$ cat config.mk
export PLATFORM = sky130hd
export DESIGN_NAME = uht_hash
export DESIGN_NICKNAME = d
export VERILOG_FILES = /design/src/rtl/uht_pkg.sv /design/src/rtl/uht_hash.sv
export SDC_FILE = /design/constraint.sdc
export NUM_CORES = 1
export LEC_CHECK = 0
export BUFFER_PORTS_ARGS = -buffer_cell sky130_fd_sc_hd__buf_4
export CORE_MARGIN = 10
export CORE_UTILIZATION = 45
export CTS_CLUSTER_SIZE = 16
export DETAILED_ROUTE_END_ITERATION = 10
export PLACE_DENSITY = 0.7
export SLEW_MARGIN = 20
export SYNTH_ARGS = -nofsm -noshare
export SYNTH_HDL_FRONTEND = slang
export SYNTH_SLANG_ARGS = --single-unit
$ cat constraint.sdc
create_clock -name clk_i -period 7.9 [get_ports clk_i]
set_input_delay 1.58 -clock clk_i [delete_from_list [all_inputs] [get_ports clk_i]]
set_output_delay 1.58 -clock clk_i [all_outputs]
set_load 0.005 [all_outputs]
$ cat src/rtl/uht_pkg.sv
// Shared types and constants of the IPv4 hash table unit.
`default_nettype none

package uht_pkg;

  localparam int BUCKETS   = 257;
  localparam int BUCKET_W  = 9;
  localparam int ADDR_W    = 32;
  localparam int WEIGHT_W  = 9;
  localparam int OCTETS    = 4;
  localparam int PROD_W    = 17;
  localparam int ACC_W     = 20;
  localparam int KIND_W    = 2;
  localparam int STATUS_W  = 2;
  localparam int REG_IDX_W = 2;
  localparam int COUNT_W   = 32;
  localparam int LONG_W    = 4;

  localparam logic [BUCKET_W-1:0] HASH_MODULUS = 9'd257;

  // Operation codes; the unused code behaves as a lookup.
  localparam logic [KIND_W-1:0] KIND_INSERT = 2'd0;
  localparam logic [KIND_W-1:0] KIND_REMOVE = 2'd1;
  localparam logic [KIND_W-1:0] KIND_LOOKUP = 2'd2;

  localparam logic [STATUS_W-1:0] ST_OK     = 2'd0;
  localparam logic [STATUS_W-1:0] ST_DUP    = 2'd1;
  localparam logic [STATUS_W-1:0] ST_ABSENT = 2'd2;
  localparam logic [STATUS_W-1:0] ST_FULL   = 2'd3;

  localparam logic [REG_IDX_W-1:0] REG_WEIGHT_FOUR  = 2'd0;
  localparam logic [REG_IDX_W-1:0] REG_WEIGHT_THREE = 2'd1;
  localparam logic [REG_IDX_W-1:0] REG_WEIGHT_TWO   = 2'd2;
  localparam logic [REG_IDX_W-1:0] REG_WEIGHT_ONE   = 2'd3;

  localparam logic [WEIGHT_W-1:0] WEIGHT_FOUR_RST  = 9'd10;
  localparam logic [WEIGHT_W-1:0] WEIGHT_THREE_RST = 9'd89;
  localparam logic [WEIGHT_W-1:0] WEIGHT_TWO_RST   = 9'd210;
  localparam logic [WEIGHT_W-1:0] WEIGHT_ONE_RST   = 9'd162;

  typedef logic [WEIGHT_W-1:0] weight_t;

  typedef struct packed {
    logic                done;
    logic [BUCKET_W-1:0] bucket;
  } hash_res_t;

  typedef enum logic [1:0] {
    H_IDLE,
    H_MUL,
    H_LAST,
    H_MOD
  } hash_state_e;

  typedef enum logic [2:0] {
    S_CLEAR,
    S_IDLE,
    S_HASH,
    S_WALK,
    S_WB
  } top_state_e;

endpackage

`default_nettype wire

$ cat src/rtl/uht_hash.sv
// Iterative weighted octet sum with a shared multiplier and mod 257 fold.
`default_nettype none

module uht_hash
  import uht_pkg::*;
(
  input  wire logic              clk_i,
  input  wire logic              rst_ni,
  input  wire logic              start_i,
  input  wire logic [ADDR_W-1:0] addr_i,
  input  wire weight_t           weight_i [OCTETS],
  output hash_res_t              res_o
);

  hash_state_e         state_q, state_d;
  logic [1:0]          oct_q;
  logic [PROD_W-1:0]   prod_q;
  logic [ACC_W-1:0]    acc_q;
  logic [BUCKET_W-1:0] bucket_q;
  logic                done_q;
  logic [PROD_W-1:0]   prod;
  logic [7:0]          octet;

  // 256 is -1 mod 257: fold x = h1*65536 + h0*256 + l into l - h0 + h1.
  function automatic logic [BUCKET_W-1:0] mod257(input logic [ACC_W-1:0] x);
    logic [9:0] t;
    t = 10'(x[7:0]) + 10'(x[19:16]) + 10'(HASH_MODULUS) - 10'(x[15:8]);
    if (t >= 10'(2 * 257)) begin
      t = t - 10'(2 * 257);
    end else if (t >= 10'(HASH_MODULUS)) begin
      t = t - 10'(HASH_MODULUS);
    end
    return t[BUCKET_W-1:0];
  endfunction

  assign octet = addr_i[8*oct_q +: 8];
  assign prod  = PROD_W'(weight_i[oct_q]) * PROD_W'(octet);

  always_comb begin
    state_d = state_q;
    case (state_q)
      H_IDLE:  if (start_i) state_d = H_MUL;
      H_MUL:   if (oct_q == 2'd3) state_d = H_LAST;
      H_LAST:  state_d = H_MOD;
      H_MOD:   state_d = H_IDLE;
      default: state_d = H_IDLE;
    endcase
  end

  always_ff @(posedge clk_i or negedge rst_ni) begin
    if (!rst_ni) begin
      state_q <= H_IDLE;
      oct_q   <= '0;
      done_q  <= 1'b0;
    end else begin
      state_q <= state_d;
      done_q  <= (state_q == H_MOD);
      if (state_q == H_IDLE) begin
        oct_q <= '0;
      end else if (state_q == H_MUL) begin
        oct_q <= oct_q + 2'd1;
      end
    end
  end

  always_ff @(posedge clk_i) begin
    case (state_q)
      H_IDLE: acc_q <= '0;
      H_MUL: begin
        prod_q <= prod;
        if (oct_q != 2'd0) acc_q <= acc_q + ACC_W'(prod_q);
      end
      H_LAST:  acc_q <= acc_q + ACC_W'(prod_q);
      H_MOD:   bucket_q <= mod257(acc_q);
      default: ;
    endcase
  end

  assign res_o.done   = done_q;
  assign res_o.bucket = bucket_q;

endmodule

`default_nettype wire

==> metrics <==
Critical Path End Type register; Clock Skew 0.00880 ns; status completed; max capacitance violation total 0; Setup CP Type primary input to register; Die W 139 um; Clock Latency Late Sink 0.30 ns; final wirelength 13,500 um; FF+latch count, synth 51; Worst R2R Setup Slack 2.58 ns; Initial Utilization 0.458; WP data required 7.94 ns; vias in the first global route 5,166; Post CTS Setup Buffer Count 0; clk slew on worst S/H paths 0.06 ns; Pre-antenna DRT Iters 4; Final nets 897; Total Neg Setup Slack 0 ns; Mapped Area 0.00636 sq mm; first-pass GRT wire length 23,300 um; Post-synth ARST share 0.0980; RSZ-0062 raised after global routing false; Final min period 5.84 ns; Syn Nets 818; Synth area leaders edfxtp_1, ha_1, fa_1, and2_1, mux4_2; sequential share of the synthesized area 0.237; H-tree depth 2; grt total ovfl 0; Die H 139 um; Final Hold Fails 0; reg2reg start oct_q[0]$_DFFE_PN0P_; Port Buf Inserts 80; Routed Antenna Nets 0; largest stage delay on the critical path 0.57 ns; Worst Tran Pin Value 1.02 ns; HPWL Detailed 11,500 um; Worst Path Max Fanout 9; Avg WL per Cell 15.3 um; clock tree buffer depth 2; Sink Count 51; Slew Limit Headroom 0.321; vias after detailed routing 4,745; CP Data Arrival Time 5.88 ns; Final Cycle Share 0.739; core area 0.0139 sq mm; row count 43; CP max stage cell mux4_2; synthesized area per cell 10.2 sq um; Root Driver clkbuf_16; synth cell count leaders inv_1, ha_1, and2_1; CP dominant cell by count fa_1; Yosys cell types 65; # IOs 81; reg2reg end prod_q[16]$_DFFE_PP_; routed vias/inst 5.39; Syn Inst Count 621; PostCTS Resize Cnt 0; Fmax 0.171 GHz; CTS tree done; number of antenna violations at the first check in global routing 0; number of enable flip-flop cells after synthesis 46; DRC 0; routability cong. 0.929; critical path, cell by cell buf_4 -> mux4_2 -> nand2_1 -> fa_1 -> fa_1 -> inv_1 -> fa_1 -> inv_1 -> fa_1 -> inv_1 -> ha_1 -> nor3_1 -> nor2_1 -> nand3_1 -> a31oi_1 -> a21o_1 -> a21oi_1 -> xnor2_1; share of cells above drive strength 1 0.175; area grow syn2layout 14.8%; CP Launch Point addr_i[30]; largest net degree at the start of global routing 28; Die ar. 0.0193 sq mm; top cell type's share of synthesized area 0.217; cts hold-fix bufs 0; GRT Total Usage 0.140; area leader, netlist edfxtp_1; WHS Path Cells 1; Hold WC Path Type register to register; # diodes 0; Post-synth top flop edfxtp_1; end of the critical path prod_q[16]$_DFFE_PP_; final setup fails 0; max-slew violations 0; cts bufs inserted 5; Worst R2R Path Depth 17; startpoint types primary input; initial drt markers 139; Syn. warnings 0; count leader, synth inv_1
worst max-delay path: cells and delay by family:
kind,cells,cell delay [ns]
AND/OR/NAND/NOR,4,0.55
multiplexers,1,0.57
adder cells (fa/ha/maj),5,2.38
AO/OA/AOI/OAI,3,0.47
buffers and inverters,4,0.26
XOR/XNOR,1,0.08
layer usage:
metal	global-route usage	routed length [um]	share of wire
met1	0.154	5740	0.43
met2	0.260	6890	0.51
met3	0.0346	683	0.051
met4	0.0335	191	0.014
met5	0	0	0
state kept, by name, indices dropped and copies added, names as in the netlist:
register and flops:
done_q 1, prod_q 17, bucket_q 9, oct_q 2, state_q 2, acc_q 20
worst min path at each step:
stage | from | end | slack (ns)
3_5_place_dp | state_q[0]$_DFFE_PN0P_ | state_q[0]$_DFFE_PN0P_ | 0.57
5_1_grt | state_q[0]$_DFFE_PN0P_ | state_q[0]$_DFFE_PN0P_ | 0.63
3_3_place_gp | state_q[0]$_DFFE_PN0P_ | state_q[0]$_DFFE_PN0P_ | 0.54
4_1_cts | state_q[0]$_DFFE_PN0P_ | state_q[0]$_DFFE_PN0P_ | 0.58
2_1_floorplan | state_q[0]$_DFFE_PN0P_ | state_q[0]$_DFFE_PN0P_ | 0.53
6_report | state_q[0]$_DFFE_PN0P_ | state_q[0]$_DFFE_PN0P_ | 0.58
layout by cell type, fill, tap and decap left out, drive strengths merged, types with 14 or more instances in the layout:
cell type	instances
a21oi	26
and2	77
buf	80
edfxtp	46
fa	47
ha	79
inv	93
mux4	17
nand2	29
nor2	18
nor3	14
o21ai	15
xnor2	22
xor2	15
stage by stage:
stage | util | hold WS, ns | setup WS (ns) | std cells | cell area, sq um
2_1_floorplan | - | 0.528 | 2.07 | 621 | 6360
3_3_place_gp | 0.515 | 0.544 | 1.80 | 873 | 7150
3_5_place_dp | 0.516 | 0.569 | 1.73 | 873 | 7160
4_1_cts | 0.526 | 0.584 | 2.04 | 881 | 7300
5_1_grt | 0.526 | 0.628 | 1.81 | 881 | 7300
6_report | 0.526 | 0.581 | 2.06 | 881 | 7300
cell type report:
class / count / area [sq um]
Inverter: 93 / 349
Multi-Input combinational cell: 469 / 4480
Clock inverter: 1 / 7.51
Fill cell: 1236 / 6580
Tap cell: 180 / 225
Timing Repair Buffer: 80 / 601
Sequential cell: 51 / 1510
Clock buffer: 7 / 133
kinds of logic (layout without fill, tap and decap cells):
logic type / count (synthesis) / count (layout) / share of synthesized area
AOI/OAI and AO/OA: 101 / 101 / 0.117
adders and majority gates: 126 / 126 / 0.304
muxes: 22 / 22 / 0.0681
xor gates and xnor gates: 37 / 37 / 0.0510
buffers and inverters: 101 / 181 / 0.0606
and+or+nand+nor: 183 / 183 / 0.163
DFF: 51 / 51 / 0.237
Power is not shown: default switching activity piles up to over one toggle a cycle in this logic, so the estimate is an artifact.
